<file path="config.mk">
export PLATFORM = sky130hd
export DESIGN_NAME = bty_cmd_queue
export DESIGN_NICKNAME = d
export VERILOG_FILES = /design/src/design/bty_pkg.sv /design/src/design/bty_cmd_queue.sv
export SDC_FILE = /design/constraint.sdc
export NUM_CORES = 1
export LEC_CHECK = 0
export ABC_AREA = 1
export BUFFER_PORTS_ARGS = -buffer_cell sky130_fd_sc_hd__buf_2
export CAP_MARGIN = 10
export CORE_AREA = 2 2 141 143
export DETAILED_ROUTE_END_ITERATION = 8
export DIE_AREA = 0 0 143 145
export PLACE_DENSITY_LB_ADDON = 0.2
export SLEW_MARGIN = 20
export SYNTH_ARGS = -nofsm -noshare
export SYNTH_HDL_FRONTEND = slang
export SYNTH_SLANG_ARGS = --single-unit
</file>
<file path="constraint.sdc">
create_clock -name clk_i -period 4.2 [get_ports clk_i]
set_clock_uncertainty 0.05 [all_clocks]
set_input_delay 0.42 -clock clk_i [delete_from_list [all_inputs] [get_ports clk_i]]
set_output_delay 0.42 -clock clk_i [all_outputs]
set_load 0.02 [all_outputs]
</file>
<file path="src/design/bty_pkg.sv">
// Shared types and constants for the BGRA to YUV 4:2:0 stream converter.
// Used by every module of the block; depends on nothing.
package bty_pkg;

  // Line geometry
  localparam int MAX_WIDTH   = 2048;
  localparam int MAX_EVEN    = (MAX_WIDTH / 2) * 2;
  localparam int LINE_W      = 12;
  localparam int COL_W       = $clog2(MAX_WIDTH);
  localparam int STORE_DEPTH = (MAX_WIDTH + 1) / 2;
  localparam int SLOT_W      = $clog2(STORE_DEPTH);
  localparam logic [LINE_W-1:0] WIDTH_RESET = LINE_W'(640);
  localparam logic [LINE_W-1:0] WIDTH_MIN   = LINE_W'(2);

  // Queue depths
  localparam int CMD_DEPTH  = 4;
  localparam int CMD_PTR_W  = $clog2(CMD_DEPTH);
  localparam int CMD_CNT_W  = $clog2(CMD_DEPTH + 1);
  localparam int OUT_DEPTH  = 4;
  localparam int OUT_PTR_W  = $clog2(OUT_DEPTH);
  localparam int OUT_CNT_W  = $clog2(OUT_DEPTH + 1);

  // BT.601 coefficients, 8-bit luma scale and 10-bit chroma scale
  localparam int Y_R  = 66;
  localparam int Y_G  = 129;
  localparam int Y_B  = 25;
  localparam int Y_OFFSET = 16;
  localparam int CB_B = 112;
  localparam int CB_G = 74;
  localparam int CB_R = 38;
  localparam int CR_R = 112;
  localparam int CR_G = 94;
  localparam int CR_B = 18;
  localparam int CHROMA_BIAS = 131072;   // 128 << 10
  localparam int CHROMA_W    = 19;

  typedef struct packed {
    logic [7:0] blue;
    logic [7:0] green;
    logic [7:0] red;
    logic       start_of_frame;
  } pixel_t;

  typedef struct packed {
    logic [7:0] luma;
    logic       chroma_valid;
    logic [7:0] cb;
    logic [7:0] cr;
  } result_t;

  typedef struct packed {
    logic [8:0] red;
    logic [8:0] green;
    logic [8:0] blue;
  } pair_sum_t;

  typedef enum logic [1:0] {
    CMD_LUMA_ONLY,
    CMD_STORE_PAIR,
    CMD_CHROMA
  } cmd_kind_e;

  typedef struct packed {
    cmd_kind_e         kind;
    logic [7:0]        blue;
    logic [7:0]        green;
    logic [7:0]        red;
    pair_sum_t         sums;
    logic [SLOT_W-1:0] slot;
  } cmd_t;

  typedef struct packed {
    logic push;
    logic full;
  } cmd_wr_t;

endpackage

</file>
<file path="src/design/bty_cmd_queue.sv">
// Short command queue between the front end and the back end.
// Flop-based, fixed depth from bty_pkg.
module bty_cmd_queue (
  input  logic             clk_i,
  input  logic             rst_ni,
  input  logic             push_i,
  input  bty_pkg::cmd_t    cmd_i,
  output logic             full_o,
  input  logic             pop_i,
  output bty_pkg::cmd_t    cmd_o,
  output logic             empty_o
);

  bty_pkg::cmd_t                 entries_q [bty_pkg::CMD_DEPTH];
  logic [bty_pkg::CMD_PTR_W-1:0] wr_ptr_q, rd_ptr_q;
  logic [bty_pkg::CMD_CNT_W-1:0] cnt_q, cnt_d;
  logic                          do_wr, do_rd;

  assign full_o  = (cnt_q == bty_pkg::CMD_CNT_W'(bty_pkg::CMD_DEPTH));
  assign empty_o = (cnt_q == '0);
  assign do_wr   = push_i && !full_o;
  assign do_rd   = pop_i && !empty_o;
  assign cmd_o   = entries_q[rd_ptr_q];

  always_comb begin
    cnt_d = cnt_q;
    if (do_wr && !do_rd) begin
      cnt_d = cnt_q + bty_pkg::CMD_CNT_W'(1);
    end else if (do_rd && !do_wr) begin
      cnt_d = cnt_q - bty_pkg::CMD_CNT_W'(1);
    end
  end

  always_ff @(posedge clk_i or negedge rst_ni) begin
    if (!rst_ni) begin
      wr_ptr_q <= '0;
      rd_ptr_q <= '0;
      cnt_q    <= '0;
    end else begin
      cnt_q <= cnt_d;
      if (do_wr) begin
        wr_ptr_q <= wr_ptr_q + bty_pkg::CMD_PTR_W'(1);
      end
      if (do_rd) begin
        rd_ptr_q <= rd_ptr_q + bty_pkg::CMD_PTR_W'(1);
      end
    end
  end

  always_ff @(posedge clk_i) begin
    if (do_wr) begin
      entries_q[wr_ptr_q] <= cmd_i;
    end
  end

endmodule

</file>
; Word-level counts from Yosys, hierarchy flattened
; Memory sizes are Yosys's and may differ from the RTL's.
; Index checks and enable logic that the tools add are counted.
[word_totals]
mem_count = 1
mem_bits_rw = 252
out_inout_bits = 65
ff_bits = 7
wordCells = 23
in_bits = 67
[memory_table]
columns = name, words, width, read_ports, rd_ports_with_merged_regs, wr, line_no
row1 = entries_q, 4, 63, 1, 0, 1, bty_cmd_queue.sv:14  ; bty_pkg::cmd_t entries_q [bty_pkg::CMD_DEPTH];
[classes]
eq_ne = 1
addsub = 4
n_mux = 4
n_reduce_logical = 10
[ops]
columns = operator, n
row1 = two-way mux 3 bit, 2
row2 = "adder 2 x 1 -> 2 bit, second input constant", 2
row3 = logical AND 1 bit, 4
row4 = logical NOT 1 bit, 4
row5 = "adder 3 x 1 -> 3 bit, second input constant", 1
row6 = "equality test 3 bit, second input constant", 1
row7 = logical NOT 3 bit, 1
row8 = "subtractor 3 x 1 -> 3 bit, second input constant", 1
row9 = two-way mux 1 bit, 2
row10 = nonzero test 2 bit, 1

; Depth between registers and ports, before layout
[logic_depth]
ltp_word = 7
mapped_depth = 12
depth_no_buf = 12

; Worst setup path after synthesis
; No wires, ideal clock.
[synth_path]
path_kind = flip-flop to flip-flop
from = reg cnt_q[0] (netlist bit)
to = mem entries_q[0][0] (netlist bit), enable pin
required_ns = 3.666
synth_period_minus_slack_ns = 3.887
setup_time_ns = 0.484
setup_slack_ns = 0.313
arrival_ns = 3.352
stages_incl_launch_ff = 5
n_path_buf = 0
path_cell_list = dfrtp_1 -> inv_2 -> nand3_1 -> nand2_1 -> nor2_1
[synth_via]
elab_chain_len = 5
[synth_rtl]
columns = element, line_no
row1 = start: declaration, bty_cmd_queue.sv:16  ; logic [bty_pkg::CMD_CNT_W-1:0] cnt_q, cnt_d;
row2 = start signal: assignment, bty_cmd_queue.sv:40  ; cnt_q <= cnt_d;
row3 = equality test 3 bit, bty_cmd_queue.sv:19  ; assign full_o = (cnt_q == bty_pkg::CMD_CNT_W'(bty_pkg::CMD_DEPTH));
row4 = logical NOT 1 bit, bty_cmd_queue.sv:21  ; assign do_wr = push_i && !full_o;
row5 = logical AND 1 bit, bty_cmd_queue.sv:21
row6 = two-way mux 1 bit, bty_cmd_queue.sv:51  ; if (do_wr) begin
row7 = two-way mux 1 bit (not written as such), bty_cmd_queue.sv:52  ; entries_q[wr_ptr_q] <= cmd_i;
row8 = end: declaration, bty_cmd_queue.sv:14
; No other way between the ends.

==> impl_metrics.toml <==
[outcome]
status = "completed"

[die]
start_util_pct = 57.3
dieArea_sq_um = 20700
die_w_um = 143
std_cell_rows = 51
coreArea_sq_um = 19200
die_h_um = 145
ios = 132

[clock_tree]
ctsLongestPathBuffers = 3
htreeDepth = 1
cts_tree = "yes"
numCtsBuffers = 27
clk_pin_slew_ns = 0.06
clk_latency_ns = 0.52
postCtsSetupRepairBufs = 0
root_buffer = "clkbuf_16"
cts.sink_count = 259

[sta]
fmax_ghz = 0.338
period_needed_ns = 2.96
final.setup.tns_ns = 0
worstMarginPinSlew_ns = 0.826
slew_viol_final = 0
finalWorstSetupSlack_ns = 1.24
fin_crit_sh_pct = 70.4
rsz0062_at_grt = "no"
report.final.hold_viol_count = 0
setup_viol = 0
slew_headroom_pct = 45.0

[hold_path]
holdPathEnd = "entries_q[1][29]"
min_from = "cmd_i[29]"
hold_class = "in2reg"
min_delay_path_depth = 1

[layout]
area_growth_pct = 15.7
final_util_pct = 66.3
multiInputGateArea_sq_um = 2450
seqCellArea_sq_um = 7750
nets = 1003
n_fill_cell = 1387
layout-drive-gt1-share_pct = 31.3

[yosys]
synth_edf_count = 252
ys_seq_elements = 259
synth_fp_nets = 868
synth_ff_type = "edfxtp_1"
yosysWarnings = 0
synthCells = 795
synth_area_per_cell_sq_um = 13.9
synth_area_leaders = "edfxtp_1 69%, o211ai_2 12%, nand2_1 7.0%, inv_1 4.8%, buf_6 1.9%"
yosysTopAreaCell = "edfxtp_1"
yosysSeqAreaShare_pct = 70.3
synth_common_cells = "252 x edfxtp_1, 206 x nand2_1, 141 x inv_1"
synth.most_common_cell = "edfxtp_1"
ys_async_sr_fraction_pct = 2.70
ys_types = 19
synth.top_cell.area_share_pct = 68.7
netlist_area_sq_um = 11000

[critical_path]
reg2reg_depth = 5
critPathBufInv = 3
critPathMaxFanout = 128
critical_path.startpoint_type = "flip-flop"
arrival_ns = 2.49
crit_chain = "inv_8 > buf_4 > nand2_1 > o211ai_2 > nand2_1 > buf_2"
ff2ff_setup_slack_ns = 1.84
cp_common_cell = "nand2_1"
crit_type = "reg2out"
reg2reg_from = "cnt_q[0]"
crit_required_ns = 3.73
r2r_end = "entries_q[1][14]"
cp_top_family = "buffers and inverters"
path_depth = 6
cp-end-kind = "output port"
worst_path_max_delay_cell = "inv_8"
crit_path_max_incr_delay_ns = 0.60

[placed_design]
place.gp.congestion = 0.707
io_buffers = 131
dpl_worst_slack_ns = 1.75
dpl.hpwl_um = 11600

[global_route]
antenna_found_initial = 3
grt_max_degree = 129
grt_pass1_vias = 5964
grt-ovfl-total = 0
grt_use_total_pct = 19.1
grt_pass1_wl_um = 31100

[job]
drv_cap = 0

[routing]
drt-total-wl_um = 19500
drt-initial-drc-count = 327
wl_per_cell_um = 16.0
ant_nets = 0
via_count = 6119
vias_per_cell = 5.03
drtPass1Iterations = 4
drc = 0

[power_and_ir_drop]
p_per_area_nw_per_um2 = 739
max-vdd-ir-drop_uv = 532
p_leak_nw = 5.28
total_power_mw = 9.42
## kinds of logic (layout without fill, tap and decap cells)
kind of cell	count (synthesis)	in the layout	share of synthesized area [%]
compound gates	127	127	13.6
other cells	0	1	0
buf+inv	184	340	7.76
xor+xnor	1	1	0.0795
fa+ha+maj	6	6	0.750
flops	259	259	70.3
simple gates	218	218	7.53
## cells in the final DEF, fill, tap and decap left out, drive strengths merged
cell / count
nor2: 4
o211ai: 126
nand3: 7
clkbuf: 31
nand4: 1
fa: 1
dlygate4sd3: 1
o21ai: 1
inv: 144
clkinvlp: 1
nand2: 206
buf: 145
ha: 5
edfxtp: 252
xnor2: 1
clkinv: 15
bufinv: 3
dfrtp: 7
diode: 1
## repair_timing
action	CTS	global route
hold buffers	1	0
endpoints found under the hold margin	7	0
resized for setup	0	0
## metal layers
layer  part of all wire [%]  wire [um]  vias up  track usage, %
met4                    1.4        281        2            4.06
met1                     44       8510     2912            25.2
met5                  0.067         13        -               0
met2                     49       9570      142            32.3
met3                    5.9       1150       27            4.69
li1                       -          -     3036               -
## through the flow
step	cell area, sq um	hold WS, ns	std cells
6_report	12700	0.0570	1217
5_1_grt	12700	0.0346	1216
4_1_cts	12700	0.0369	1216
3_5_place_dp	11900	0.229	1165
3_3_place_gp	11900	0.230	1165
2_1_floorplan	11000	0.0744	795
## report_power, final
part           switching (mW)  leakage, nW  internal (mW)
registers               0.212         2.39           3.40
clock network           0.922        0.416           1.36
logic                    2.42         2.47           1.10
total                    3.56         5.28           5.86
## how the worst max path moves through the flow
| stage | endpoint | slack [ns] | start |
|---|---|---|---|
| after CTS | cmd_o[29] | 1.22 | rd_ptr_q[0] |
| after global placement | cmd_o[31] | 1.76 | rd_ptr_q[0] |
| after floorplan | entries_q[0][0] | 0.31 | cnt_q[0] |
| after global routing | cmd_o[43] | 1.09 | rd_ptr_q[0] |
| final | cmd_o[29] | 1.24 | rd_ptr_q[0] |
| after detailed placement | entries_q[1][11] | 1.75 | cnt_q[0] |
## cell type report
| class | count | area share, % |
|---|---|---|
| tap | 265 | 2.60 |
| timing repair buffer | 146 | 6.34 |
| clock inverter | 19 | 1.29 |
| multi-input combinational | 352 | 19.2 |
| antenna | 1 | 0.0196 |
| clock buffer | 31 | 5.42 |
| inverter | 144 | 4.31 |
| sequential | 259 | 60.8 |
## sequential cells by signal, indices dropped and copies added, names as in the netlist
| signal | count |
|---|---|
| wr_ptr_q | 2 |
| entries_q | 252 |
| cnt_q | 3 |
| rd_ptr_q | 2 |
No activity file was read; power rests on OpenSTA's default activity.
