===== src/design/bty_pkg.sv =====
// Shared types and constants for the BGRA to YUV 4:2:0 stream converter.
// Used by every module of the block; depends on nothing.
package bty_pkg;

  // Line geometry
  localparam int MAX_WIDTH   = 2048;
  localparam int MAX_EVEN    = (MAX_WIDTH / 2) * 2;
  localparam int LINE_W      = 12;
  localparam int COL_W       = $clog2(MAX_WIDTH);
  localparam int STORE_DEPTH = (MAX_WIDTH + 1) / 2;
  localparam int SLOT_W      = $clog2(STORE_DEPTH);
  localparam logic [LINE_W-1:0] WIDTH_RESET = LINE_W'(640);
  localparam logic [LINE_W-1:0] WIDTH_MIN   = LINE_W'(2);

  // Queue depths
  localparam int CMD_DEPTH  = 4;
  localparam int CMD_PTR_W  = $clog2(CMD_DEPTH);
  localparam int CMD_CNT_W  = $clog2(CMD_DEPTH + 1);
  localparam int OUT_DEPTH  = 4;
  localparam int OUT_PTR_W  = $clog2(OUT_DEPTH);
  localparam int OUT_CNT_W  = $clog2(OUT_DEPTH + 1);

  // BT.601 coefficients, 8-bit luma scale and 10-bit chroma scale
  localparam int Y_R  = 66;
  localparam int Y_G  = 129;
  localparam int Y_B  = 25;
  localparam int Y_OFFSET = 16;
  localparam int CB_B = 112;
  localparam int CB_G = 74;
  localparam int CB_R = 38;
  localparam int CR_R = 112;
  localparam int CR_G = 94;
  localparam int CR_B = 18;
  localparam int CHROMA_BIAS = 131072;   // 128 << 10
  localparam int CHROMA_W    = 19;

  typedef struct packed {
    logic [7:0] blue;
    logic [7:0] green;
    logic [7:0] red;
    logic       start_of_frame;
  } pixel_t;

  typedef struct packed {
    logic [7:0] luma;
    logic       chroma_valid;
    logic [7:0] cb;
    logic [7:0] cr;
  } result_t;

  typedef struct packed {
    logic [8:0] red;
    logic [8:0] green;
    logic [8:0] blue;
  } pair_sum_t;

  typedef enum logic [1:0] {
    CMD_LUMA_ONLY,
    CMD_STORE_PAIR,
    CMD_CHROMA
  } cmd_kind_e;

  typedef struct packed {
    cmd_kind_e         kind;
    logic [7:0]        blue;
    logic [7:0]        green;
    logic [7:0]        red;
    pair_sum_t         sums;
    logic [SLOT_W-1:0] slot;
  } cmd_t;

  typedef struct packed {
    logic push;
    logic full;
  } cmd_wr_t;

endpackage


===== src/design/bty_front.sv =====
// Front end: line width register, raster position tracking and pixel pairing.
// Classifies each pixel into a command for the back end. Uses bty_pkg.
module bty_front (
  input  logic                        clk_i,
  input  logic                        rst_ni,
  input  logic                        cfg_valid_i,
  input  logic [bty_pkg::LINE_W-1:0]  cfg_data_i,
  output logic                        cfg_ready_o,
  input  logic                        push_i,
  input  bty_pkg::pixel_t             pixel_i,
  output bty_pkg::cmd_t               cmd_o,
  output bty_pkg::cmd_wr_t            cmd_wr_o,
  input  logic                        cmd_full_i
);

  logic [bty_pkg::LINE_W-1:0] line_width_q;
  logic [bty_pkg::LINE_W-1:0] width_even;
  logic [bty_pkg::LINE_W-1:0] width_eff;
  logic [bty_pkg::COL_W-1:0]  col_q, col_d, col_cur;
  logic                       odd_q, odd_d, odd_cur;
  logic [23:0]                held_q;
  logic [bty_pkg::LINE_W-1:0] col_next;
  logic                       accept;

  assign cfg_ready_o = 1'b1;
  assign accept      = push_i && !cmd_full_i;

  always_ff @(posedge clk_i or negedge rst_ni) begin
    if (!rst_ni) begin
      line_width_q <= bty_pkg::WIDTH_RESET;
    end else if (cfg_valid_i) begin
      line_width_q <= cfg_data_i;
    end
  end

  // Ignore bit 0, clamp to the supported range
  always_comb begin
    width_even = {line_width_q[bty_pkg::LINE_W-1:1], 1'b0};
    width_eff  = width_even;
    if (width_even > bty_pkg::LINE_W'(bty_pkg::MAX_EVEN)) begin
      width_eff = bty_pkg::LINE_W'(bty_pkg::MAX_EVEN);
    end
    if (width_even < bty_pkg::WIDTH_MIN) begin
      width_eff = bty_pkg::WIDTH_MIN;
    end
  end

  always_comb begin
    col_cur  = pixel_i.start_of_frame ? '0 : col_q;
    odd_cur  = pixel_i.start_of_frame ? 1'b0 : odd_q;
    col_next = bty_pkg::LINE_W'(col_cur) + bty_pkg::LINE_W'(1);
    col_d    = col_next[bty_pkg::COL_W-1:0];
    odd_d    = odd_cur;
    if (col_next >= width_eff) begin
      col_d = '0;
      odd_d = !odd_cur;
    end
  end

  always_ff @(posedge clk_i or negedge rst_ni) begin
    if (!rst_ni) begin
      col_q  <= '0;
      odd_q  <= 1'b0;
      held_q <= '0;
    end else if (accept) begin
      col_q <= col_d;
      odd_q <= odd_d;
      if (!col_cur[0]) begin
        held_q <= {pixel_i.red, pixel_i.green, pixel_i.blue};
      end
    end
  end

  always_comb begin
    cmd_o.blue       = pixel_i.blue;
    cmd_o.green      = pixel_i.green;
    cmd_o.red        = pixel_i.red;
    cmd_o.sums.blue  = 9'(pixel_i.blue)  + 9'(held_q[7:0]);
    cmd_o.sums.green = 9'(pixel_i.green) + 9'(held_q[15:8]);
    cmd_o.sums.red   = 9'(pixel_i.red)   + 9'(held_q[23:16]);
    cmd_o.slot       = col_cur[bty_pkg::COL_W-1:1];
    if (!col_cur[0]) begin
      cmd_o.kind = bty_pkg::CMD_LUMA_ONLY;
    end else if (odd_cur) begin
      cmd_o.kind = bty_pkg::CMD_CHROMA;
    end else begin
      cmd_o.kind = bty_pkg::CMD_STORE_PAIR;
    end
  end

  assign cmd_wr_o.push = accept;
  assign cmd_wr_o.full = cmd_full_i;

endmodule


===== config.mk =====
export PLATFORM = sky130hd
export DESIGN_NAME = bty_front
export DESIGN_NICKNAME = d
export VERILOG_FILES = /design/src/design/bty_pkg.sv /design/src/design/bty_front.sv
export SDC_FILE = /design/constraint.sdc
export NUM_CORES = 1
export LEC_CHECK = 0
export ABC_AREA = 1
export BUFFER_PORTS_ARGS = -buffer_cell sky130_fd_sc_hd__buf_2
export CORE_MARGIN = 1.5
export CORE_UTILIZATION = 53
export CTS_CLUSTER_DIAMETER = 200
export CTS_CLUSTER_SIZE = 30
export DETAILED_ROUTE_END_ITERATION = 6
export PLACE_DENSITY_LB_ADDON = 0.1
export SETUP_SLACK_MARGIN = 0.02
export SLEW_MARGIN = 10
export SYNTH_ARGS = -nofsm -noshare
export SYNTH_HDL_FRONTEND = slang
export SYNTH_SLANG_ARGS = --single-unit

===== constraint.sdc =====
create_clock -name clk_i -period 2.8 [get_ports clk_i]
set_input_delay 0 -clock clk_i [delete_from_list [all_inputs] [get_ports clk_i]]
set_output_delay 0 -clock clk_i [all_outputs]
set_load 0.1 [all_outputs]

### After elaboration in Yosys (flattened, before gate mapping)

Index checks and enable logic that the tools add are counted.
W data, S select, Z words.

| storage, ports and cells | value |
|---|---|
| output and inout port bits | 66 |
| bits in registers | 48 |
| bits of input ports | 42 |

| operators by class | value |
|---|---|
| bitwise logic cells | 1 |
| multiplexer cells | 8 |
| order comparisons | 3 |
| reduce and logical (&&, ||, !) cells | 4 |
| $add $sub $neg | 4 |

Operators with widths:

| cell | count |
|---|---|
| $add A8 B8 Y9 | 3 |
| $mux W12 | 2 |
| $mux W11 | 2 |
| $add A11 B1 Y12 const B | 1 |
| $ge A12 B12 Y1 | 1 |
| $gt A12 B12 Y1 const B | 1 |
| $lt A12 B2 Y1 const B | 1 |
| $mux W2 | 2 |
| $logic_not A1 Y1 | 2 |
| $mux W1 | 2 |
| $reduce_and A2 Y1 | 1 |
| $logic_and A1 B1 Y1 | 1 |
| $not A1 Y1 | 1 |

### Depth between registers and ports, before layout

Gate-level depths: netlist of the first run.

| depth | value |
|---|---|
| word-level depth | 5 |
| depth in mapped cells | 21 |
| depth with buffers taken out | 20 |

### Worst setup path after synthesis of the first run

OpenSTA, ideal clock, no wires.

| timing | value |
|---|---|
| kind | register to register |
| start point | register col_q[5] in the netlist's numbering |
| end point | register col_q[4] in the netlist's numbering |
| buffers on the path | 0 |
| clock period less this slack | 3.262 ns |
| slack | -0.462 ns |
| stages on the path, launching flop included | 14 |
| data arrival time | 3.181 ns |
| data required time | 2.719 ns |
| path through | dfrtp_1 -> inv_1 -> nor2_1 -> nand3b_1 -> and2_1 -> inv_1 -> ha_1 -> nand2_1 -> nand2_1 -> nand2_1 -> nand2_1 -> a21oi_2 -> nand3_2 -> o21bai_1 |

RTL lines:

| element | line | source |
|---|---|---|
| start, declared | bty_front.sv:19 | `logic [bty_pkg::COL_W-1:0] col_q, col_d, col_cur;` |
| start signal, assigned | bty_front.sv:66 | `col_q <= col_d;` |

### Worst setup path in the final report of the first run

| timing | value |
|---|---|
| start point | register col_q[0] in the netlist's numbering |
| end point | register col_q[6] in the netlist's numbering |

| on the way | value |
|---|---|
| longest elaborated chain between the ends | 4 |

RTL lines:

| element | line | source |
|---|---|---|
| $mux W11 * | bty_front.sv:49 | `col_cur = pixel_i.start_of_frame ? '0 : col_q;` |
| $add A11 B1 Y12 * | bty_front.sv:51 | `col_next = bty_pkg::LINE_W'(col_cur) + bty_pkg::LINE_W'(1);` |
| $ge A12 B12 Y1 | bty_front.sv:54 | `if (col_next >= width_eff) begin` |
| $mux W11 * | bty_front.sv:54 |  |

Every way passes the cells marked *; elsewhere a longest branch is shown, timed or not.
A chain may end at the register's enable or synchronous reset.

==> results of run 1 <==
flip-flops by register name, indices dropped and copies added, names as in the netlist:
register      cells
col_q            11
held_q           24
line_width_q     11
odd_q             1
power by group through the flow:
stage,sequential [uW],clock (uW),combinational [uW]
after floorplan,849,0,2350
after global placement,865,0,2640
after detailed placement,867,0,2670
after CTS,857,611,2710
after global routing,872,645,2830
final,856,602,2700
Yosys cell counts (3+ instances only):
master | instances | area, um2
nand2_1 | 88 | 330.3
inv_1 | 52 | 195.2
dfrtp_1 | 45 | 1126
ha_1 | 36 | 450.4
buf_4 | 27 | 202.7
nor2_1 | 22 | 82.58
a21oi_1 | 19 | 95.09
mux2_2 | 18 | 202.7
xor2_1 | 14 | 122.6
mux2_4 | 13 | 195.2
nand4_1 | 12 | 75.07
nand3_1 | 10 | 50.05
o21ai_0 | 9 | 45.04
nor2_4 | 7 | 78.83
xnor2_1 | 6 | 52.55
nand3_2 | 5 | 50.05
o21bai_1 | 4 | 30.03
a21o_1 | 3 | 22.52
a31oi_1 | 3 | 18.77
buf_6 | 3 | 33.78
fa_1 | 3 | 60.06
o211ai_1 | 3 | 22.52
o21bai_2 | 3 | 33.78
logic make-up (layout without fill, tap and decap cells):
| logic type | Yosys count | in the layout | share of synthesized area, % |
|---|---|---|---|
| buffers and inverters | 87 | 201 | 12.51 |
| muxes | 31 | 31 | 10.44 |
| other | 1 | 1 | 0.09840 |
| and+or+nand+nor | 156 | 156 | 20.22 |
| adders and majority gates | 39 | 39 | 13.39 |
| AOI/OAI and AO/OA | 48 | 48 | 7.813 |
| xor gates and xnor gates | 20 | 20 | 4.596 |
| DFF | 47 | 47 | 30.93 |
final timing paths:
path,start,end,slack [ps],cells after the start
min reg2reg,held_q[6]$_DFFE_PN0P_,held_q[6]$_DFFE_PN0P_,520,1
min,pixel_i[10],held_q[9]$_DFFE_PN0P_,20,3
max,col_q[0]$_DFFE_PN0P_,col_q[6]$_DFFE_PN0P_,290,15
max reg2reg,col_q[0]$_DFFE_PN0P_,col_q[6]$_DFFE_PN0P_,290,15
min in group asynchronous,rst_ni,col_q[6]$_DFFE_PN0P_,170,2
max in group asynchronous,rst_ni,held_q[15]$_DFFE_PN0P_,1880,3
worst min-delay path, cell delays in order:
cell and delay [ps]:
buf_2 110, inv_1 80, o21ai_0 90
through the flow:
step / util, % / instance area [um2]
detailed placement: 61.89 / 4252
global placement: 61.89 / 4252
finish: 68.80 / 4726
global route: 68.80 / 4726
floorplan: - / 3865
CTS: 68.69 / 4718
routing by layer:
metal	vias up	part of all wire (%)	global-route usage, %
li1	1606	-	-
met1	1471	41	22.95
met2	61	53	40.39
met3	9	3.6	3.487
met4	0	1.4	5.483
met5	-	0	0
layout make-up:
cell class / instances / share of cell area, %
timing repair buffer: 139 / 18.27
inverter: 54 / 4.527
sequential: 47 / 24.94
clock inverter: 3 / 1.430
multi-input combinational: 295 / 46.84
tap: 96 / 2.542
clock buffer: 5 / 1.456
repair_timing:
item / in CTS / in global routing
buffers inserted: 0 / 0
gates resized for setup: 0 / 1
endpoints found under the setup margin: 0 / 7
hold endpoints to repair: 52 / 0
hold buffers: 33 / 0
==> results.py, run 1 <==
metrics = {
    "job": {
        "cap_violations": 0,
    },
    "worst_setup_path": {
        "critPathMaxFanout": 7,
        "crit_path_max_incr_delay_ps": 400,
        "worstPathCellList": "inv_1, nor2_4, ha_4, nand3_1, o21ai_0, and2_4, inv_1, ha_1, nand2_1, inv_1, nand2_1, nand2_1, a21oi_2, nand3_4, o21bai_1",
        "critPathArrivalTime_ps": 2750,
        "startpoint_type": "register",
        "critical_path_required_ps": 3040,
        "cp-end-kind": "register",
        "cp.buffers_inverters": 3,
        "crit_slowest_cell": "dfrtp_1",
        "crit_family": "simple AND/OR/NAND/NOR gates",
        "crit_type": "reg2reg",
    },
    "floorplanning": {
        "floorplan.initialDensity_pct": 55.48,
        "io_pins": 108,
        "dieWidth_um": 87.80,
        "die-area_mm2": 0.007709,
        "rows": 30,
        "core_mm2": 0.006869,
        "die_h_um": 87.80,
    },
    "placed_design": {
        "pre_cts_ws_ps": 202.0,
        "place.gp.congestion": 0.8619,
        "io_buffers": 105,
        "post-dp-hpwl_um": 5942,
        "placedCellCount": 598,
    },
    "synthesis": {
        "ys_warn_count": 0,
        "syn_area_mm2": 0.003811,
        "ys.flop_type": "dfrtp_1",
        "ys_seq_area_share_pct": 30.93,
        "synth-seq-cells": 47,
        "synth_nets": 510,
        "yosysUniqueCellTypes": 41,
        "synth_area_per_cell_um2": 8.884,
        "synthArstFlopShare_pct": 100.0,
        "synth-edff-count": 0,
        "synthCells": 429,
    },
    "outcome": {
        "status": "completed",
    },
    "final_layout": {
        "final_common_cell": "buf_2",
        "layout.cells.non_filler": 639,
        "n_antenna_cell": 0,
        "multi_input_area_mm2": 0.002213,
        "most-common-layout-cells": "buf_2 (105), nand2_1 (87), inv_1 (51)",
        "fillers": 590,
        "syn_to_final_growth_pct": 24.00,
        "register_area_mm2": 0.001179,
        "drive_above_1_share_pct": 33.70,
        "fin_nets": 623,
    },
    "sta": {
        "clock.fmax_mhz": 397.7,
        "fin_skew_ps": 13.19,
        "setup_viol": 0,
        "finalCriticalPeriod_ps": 2514,
        "holdWs_ps": 22.44,
        "final.setup.worst_slack_ps": 285.6,
        "fin_crit_sh_pct": 89.80,
        "tns_ps": 0,
        "hold_violations": 0,
        "finalMaxSlewViolations": 0,
        "rsz0062_at_grt": "true",
    },
    "routing": {
        "dr_total_vias": 3147,
        "dr.pass1.iters": 4,
        "drt_wl_total_um": 7945,
        "drtAntennaViolNets": 0,
        "drtIter0Drc": 56,
        "via_per_inst": 4.925,
        "wire_per_inst_um": 12.43,
        "route.detailed.drc": 0,
    },
    "pwr": {
        "peakVddDrop_uv": 933.4,
        "power_uw": 4153,
        "seq_power_share_pct": 20.6,
        "power_density_mw_per_mm2": 878.9,
        "combPwrFrac_pct": 64.9,
        "pwr-share-clk_pct": 14.5,
        "p_sw_share_pct": 59.11,
        "p_leak_uw": 0.002514,
        "net-switching-power_uw": 2455,
        "internal-power_uw": 1698,
    },
    "clock_network": {
        "cts_tree": "yes",
        "path_clk_slew_ps": 100,
        "root_buffer": "clkbuf_8",
        "cts_buffers": 5,
        "htreeDepth": 2,
        "numClockSinks": 47,
        "clockBufferDepth": 2,
        "clk_latency_ps": 310,
    },
    "global_route": {
        "grt_max_degree": 29,
        "grt_antenna_before_repair": 0,
        "grt_pass1_vias": 3011,
        "grt_first_pass_wirelength_um": 12670,
        "grt_util_all_layers_pct": 20.73,
        "grt_remaining_overflow": 0,
    },
    "worst_hold_path": {
        "hp-class": "in2reg",
    },
}
(Power assumes the default switching activity.)
==> inputs of run 2 (changes only) <==
==> constraint.sdc (replaced) <==
create_clock -name clk_i -period 2.7 [get_ports clk_i]
set_input_delay 0 -clock clk_i [delete_from_list [all_inputs] [get_ports clk_i]]
set_output_delay 0 -clock clk_i [all_outputs]
set_load 0.1 [all_outputs]
==> run 2 against run 1 <==
  * Power is 0.20% higher
  * Critical endpoint is now odd_q$_DFFE_PN0P_
  * Largest power group unchanged
  * Register-to-register slack lost 70 ps
  * Final cell count rose by 0.47%
  * Combinational power is 4% higher
  * Critical path type unchanged
  * Highest routed layer unchanged
  * Sequential share of layout area down 0.20 points
==> results.py, run 2 (synthesized netlist as in run 1, its figures left out) <==
metrics = {
    "floorplanning": {
        "die-area_mm2": 0.007709,
        "rows": 30,
        "core_mm2": 0.006869,
        "die_h_um": 87.80,
        "dieWidth_um": 87.80,
        "io_pins": 108,
        "floorplan.initialDensity_pct": 55.48,
    },
    "worst_setup_path": {
        "crit_slowest_cell": "dfrtp_1",
        "cp.buffers_inverters": 2,
        "worstPathCellList": "inv_1, nor2_4, ha_4, nand3_2, nor2_4, nand4_1, nand2_1, inv_1, ha_1, nand2_1, nor2_4, nand2_1, nor2_1, nand2_2, nand2_1, nand2_1, nand2_1, nand2_1",
        "startpoint_type": "register",
        "critPathArrivalTime_ps": 2670,
        "critPathMaxFanout": 5,
        "critical_path_required_ps": 2890,
        "regToRegSetupSlack_ps": 220,
        "cp-end-kind": "register",
        "rr_worst_depth": 18,
        "r2r_start": "col_q[0]$_DFFE_PN0P_",
        "crit_family": "simple AND/OR/NAND/NOR gates",
        "r2r_end": "odd_q$_DFFE_PN0P_",
        "crit_path_max_incr_delay_ps": 370,
        "crit_type": "reg2reg",
        "cpMostUsedCell": "nand2_1",
    },
    "final_layout": {
        "most-common-layout-cells": "buf_2 (105), nand2_1 (86), inv_1 (50)",
        "n_antenna_cell": 0,
        "multi_input_area_mm2": 0.002265,
        "drive_above_1_share_pct": 34.98,
        "fin_nets": 626,
        "fillers": 560,
        "regMostFlops": "held_q",
        "final_common_cell": "buf_2",
        "top_regs": "held_q x24, col_q x11, line_width_q x11",
        "register_area_mm2": 0.001179,
        "syn_to_final_growth_pct": 24.98,
        "utilization_pct": 69.34,
        "largest_register_ffs": 24,
    },
    "placed_design": {
        "post-dp-hpwl_um": 5814,
        "place.gp.congestion": 0.8039,
        "io_buffers": 105,
    },
    "sta": {
        "rsz0062_at_grt": "false",
        "fin_crit_sh_pct": 91.96,
        "finalCriticalPeriod_ps": 2483,
        "setup_viol": 0,
        "fin_skew_ps": 14.32,
        "tns_ps": 0,
        "worst_slew_margin_rel_pct": 59.69,
        "holdWs_ps": 20.85,
        "clock.fmax_mhz": 402.8,
        "tightest_slew_ps": 604.7,
        "hold_violations": 0,
        "finalMaxSlewViolations": 0,
    },
    "routing": {
        "drtAntennaViolNets": 0,
        "route.detailed.drc": 0,
        "drt_wl_total_um": 7916,
        "via_per_inst": 4.891,
        "wire_per_inst_um": 12.33,
        "dr.pass1.iters": 4,
        "dr_total_vias": 3140,
        "drtIter0Drc": 71,
    },
    "pwr": {
        "p_leak_uw": 0.002516,
        "peakVddDrop_uv": 1017,
        "power_uw": 4162,
        "power_density_mw_per_mm2": 873.7,
    },
    "clock_network": {
        "cts_tree": "yes",
        "path_clk_slew_ps": 100,
        "htreeDepth": 2,
        "clk_latency_ps": 300,
        "root_buffer": "clkbuf_8",
        "cts_buffers": 5,
        "numClockSinks": 47,
        "clockBufferDepth": 2,
    },
    "global_route": {
        "grt_util_all_layers_pct": 21.19,
        "grt_max_degree": 48,
        "grt_first_pass_wirelength_um": 12960,
        "grt_antenna_before_repair": 0,
        "grt_remaining_overflow": 0,
        "grt_pass1_vias": 3019,
    },
    "outcome": {
        "status": "completed",
    },
    "worst_hold_path": {
        "hold_end": "held_q[1]$_DFFE_PN0P_",
        "hp-start": "pixel_i[18]",
        "hp-class": "in2reg",
        "hold_depth": 3,
    },
    "job": {
        "cap_violations": 0,
    },
}
## run 2: per-layer routing
metal	global-route usage [%]	up-vias	share of wire (%)
li1	-	1608	-
met1	26.97	1455	45
met5	0	-	0
met3	3.016	10	3.3
met4	5.628	0	1.3
met2	37.54	67	50
## run 2: final cells by class
| type | count | area share [%] |
|---|---|---|
| Sequential cell | 47 | 24.74 |
| Tap cell | 96 | 2.522 |
| Inverter | 54 | 4.492 |
| Timing Repair Buffer | 142 | 18.60 |
| Multi-Input combinational cell | 295 | 47.54 |
| Clock buffer | 8 | 2.101 |
## run 2: per-stage QoR
stage               area (um2)  instances  setup slack (ps)
floorplan                 3895        429             3.101
detailed placement        4297        600             109.3
global route              4763        642             32.17
global placement          4297        600             241.5
finish                    4763        642             217.1
CTS                       4727        641             113.2
## run 2: tightest hold or removal path, stage by stage
cell     delay, ps
buf_2          110
inv_1           90
o21ai_0         90
## run 2: worst max path at each step
stage                                            from                    to  slack, ps  cells after the start
after floorplan                  col_q[1]$_DFFE_PN0P_  col_q[2]$_DFFE_PN0P_          3                     17
after global placement    line_width_q[4]$_DFFE_PN0P_  col_q[2]$_DFFE_PN0P_        240                     12
after detailed placement  line_width_q[4]$_DFFE_PN0P_  col_q[2]$_DFFE_PN0P_        110                     12
after CTS                 line_width_q[4]$_DFFE_PN0P_  col_q[2]$_DFFE_PN0P_        110                     12
after global routing             col_q[0]$_DFFE_PN0P_     odd_q$_DFFE_PN0P_         30                     18
final                            col_q[0]$_DFFE_PN0P_     odd_q$_DFFE_PN0P_        220                     18
## run 2: timing repair
item / CTS / global route
hold endpoints to repair: 77 / 0
endpoints found under the setup margin: 0 / 9
hold buffers: 33 / 0
resized for setup: 0 / 5
buffers inserted: 0 / 1
## run 2: report_power, final
group          leakage (uW)  switching (uW)  internal [uW]
sequential         0.000574            74.1            815
combinational       0.00189            2220            584
clock             0.0000515             231            234
==> inputs of run 3 (changes only) <==
--- a/config.mk
+++ b/config.mk
@@ -8,7 +8,7 @@
 export ABC_AREA = 1
 export BUFFER_PORTS_ARGS = -buffer_cell sky130_fd_sc_hd__buf_2
 export CORE_MARGIN = 1.5
-export CORE_UTILIZATION = 53
+export CORE_UTILIZATION = 48
 export CTS_CLUSTER_DIAMETER = 200
 export CTS_CLUSTER_SIZE = 30
 export DETAILED_ROUTE_END_ITERATION = 6
==> constraint.sdc (replaced) <==
create_clock -name clk_i -period 2.2 [get_ports clk_i]
set_input_delay 0 -clock clk_i [delete_from_list [all_inputs] [get_ports clk_i]]
set_output_delay 0 -clock clk_i [all_outputs]
set_load 0.1 [all_outputs]
==> run 3 against run 2 <==
  * The flow now finishes with violations (setup timing)
  * Largest cell class unchanged
  * Highest routed layer unchanged
  * Utilization increased by 5.7 points
  * Routed wire length rose by 19%
  * Maximum frequency grew 9.3%
  * Final cell count increased by 5.9%
  * Critical path type unchanged
  * Flip-flop and latch count unchanged
  * Power is 45% higher
  * Worst hold slack improved by 13 ps
  * Non-clock buffer count increased by 32
  * Final area up 21%
==> results.py, run 3 (synthesized netlist as in run 1, its figures left out) <==
metrics = {
    "routing": {
        "wire_per_inst_um": 13.83,
        "routed.top_layer": "met4",
        "drt_wl_total_um": 9402,
        "route.detailed.drc": 0,
        "met1_length_um": 3823,
        "drtAntennaViolNets": 0,
        "wl_met2_um": 5170,
        "dr.pass1.iters": 5,
        "drtIter0Drc": 111,
        "via_per_inst": 4.868,
        "dr_total_vias": 3310,
        "met3_length_um": 315,
    },
    "worst_setup_path": {
        "cp-end-kind": "register",
        "critical_path_required_ps": 2440,
        "crit_type": "reg2reg",
        "critPathArrivalTime_ps": 2510,
        "critPathMaxFanout": 7,
        "regToRegSetupSlack_ps": -70,
        "startpoint_type": "register",
    },
    "pwr": {
        "net-switching-power_uw": 3433,
        "combPwrFrac_pct": 72.1,
        "p_sw_share_pct": 56.96,
        "p_leak_uw": 0.002815,
        "power_density_mw_per_mm2": 1045,
        "pwr-share-clk_pct": 9.5,
        "peakVddDrop_uv": 1151,
        "seq_power_share_pct": 18.4,
        "internal-power_uw": 2595,
    },
    "global_route": {
        "grt_first_pass_wirelength_um": 15170,
        "grt_max_degree": 29,
        "grt_antenna_before_repair": 0,
        "grt_remaining_overflow": 0,
        "grt_util_all_layers_pct": 22.39,
        "grt_pass1_vias": 3380,
    },
    "final_layout": {
        "regMostFlops": "held_q",
        "drive_above_1_share_pct": 50.52,
        "final_common_cell": "buf_2",
        "register_area_mm2": 0.001179,
        "fin_nets": 658,
        "top_regs": "held_q x24, col_q x11, line_width_q x11",
        "largest_register_ffs": 24,
        "multi_input_area_mm2": 0.002826,
        "fillers": 558,
        "syn_to_final_growth_pct": 51.35,
        "most-common-layout-cells": "buf_2 (90), nand2_1 (72), inv_1 (46)",
        "layout.cells.non_filler": 680,
        "n_antenna_cell": 0,
    },
    "sta": {
        "clock.fmax_mhz": 440.3,
        "finalMaxSlewViolations": 0,
        "finalCriticalPeriod_ps": 2271,
        "setup_viol": 9,
        "rsz0062_at_grt": "true",
        "final.setup.worst_slack_ps": -71.40,
        "fin_crit_sh_pct": 103.2,
        "hold_violations": 0,
        "fin_skew_ps": 9.547,
    },
    "clock_network": {
        "path_clk_slew_ps": 100,
        "clk_latency_ps": 310,
        "root_buffer": "clkbuf_8",
        "cts_buffers": 5,
        "cts_tree": "yes",
        "htreeDepth": 2,
        "numClockSinks": 47,
        "clockBufferDepth": 2,
    },
    "worst_hold_path": {
        "hp-class": "in2reg",
    },
    "floorplanning": {
        "io_pins": 108,
        "die_h_um": 92.11,
        "core_mm2": 0.007687,
        "rows": 32,
        "dieWidth_um": 92.11,
        "floorplan.initialDensity_pct": 49.58,
        "die-area_mm2": 0.008483,
    },
    "outcome": {
        "status": "complete, but fails checks",
        "failed_checks": "setup timing",
    },
    "placed_design": {
        "io_buffers": 105,
        "pre_cts_ws_ps": -211.0,
        "post-dp-hpwl_um": 6928,
        "place.gp.congestion": 0.8464,
        "placedCellCount": 629,
    },
    "job": {
        "cap_violations": 0,
    },
}
## run 3: changes by cell type in the layout (fill, tap and decap cells not counted), moves of 11 or more
cell     previous run  this run
buf_4               4        30
buf_2             105        90
ha_1               34        19
ha_4                2        17
nand2_1            86        72
xor2_1             11         0
## run 3: path summary, 6_finish.rpt
| path | depth (start not counted) | to | start |
|---|---|---|---|
| max | 16 | col_q[2]$_DFFE_PN0P_ | col_q[0]$_DFFE_PN0P_ |
| min | 3 | held_q[9]$_DFFE_PN0P_ | pixel_i[10] |
| max reg2reg | 16 | col_q[2]$_DFFE_PN0P_ | col_q[0]$_DFFE_PN0P_ |
| min reg2reg | 2 | col_q[1]$_DFFE_PN0P_ | col_q[1]$_DFFE_PN0P_ |
| max in group asynchronous | 3 | line_width_q[9]$_DFFE_PN1P_ | rst_ni |
| min in group asynchronous | 2 | col_q[5]$_DFFE_PN0P_ | rst_ni |
## run 3: through the flow
stage	cell area (um2)	setup TNS, ps	power (uW)	hold slack, ps	util, %
after global placement	4947	-1537	5170	-72.22	64.36
after floorplan	4218	-5502	4379	-295.6	-
after detailed placement	4947	-1819	5219	-72.03	64.36
final	5768	-397.1	6028	34.19	75.03
after global routing	5768	-2100	6291	43.68	75.03
after CTS	5479	-1113	5916	12.75	71.27
## run 3: power groups by stage
stage	sequential (uW)	combinational (uW)	clock (uW)
final	1110	4350	574
after CTS	1100	4210	597
after global routing	1130	4540	628
after detailed placement	1120	4100	0
after global placement	1110	4060	0
after floorplan	1100	3280	0
## run 3: layout make-up
| cell class | count | area share (%) |
|---|---|---|
| repair buffers | 174 | 22.93 |
| clock inverters | 2 | 0.2820 |
| clock buffers | 6 | 1.432 |
| multi-input cells | 295 | 49.00 |
| flip-flops and latches | 47 | 20.43 |
| inverters | 54 | 3.709 |
| well taps | 102 | 2.213 |
## run 3: repair_timing
item	4_1_cts	5_1_grt
endpoints found under the setup margin	19	21
buffers inserted	5	5
resized for setup	17	54
pin swaps	18	38
hold endpoints to repair	77	0
hold buffers	33	0
## run 3: layer usage
metal | up-vias | track usage, %
met4 | 0 | 6.026
li1 | 1668 | -
met2 | 68 | 42.04
met1 | 1566 | 26.33
met5 | - | 0
met3 | 8 | 3.234
## run 3: worst max-delay path, cell delays in order (launching register included)
cell      delay, ps
dfrtp_1         390
inv_2            70
nor2_4          110
ha_4            180
nand3_4         100
nor2_2          100
nand2_1          80
and2_4          150
inv_2            60
ha_4            190
nand2_2          60
inv_2            40
nand2_1          60
nand2_2          60
a21oi_4         220
nand3_4         160
o21bai_1        180
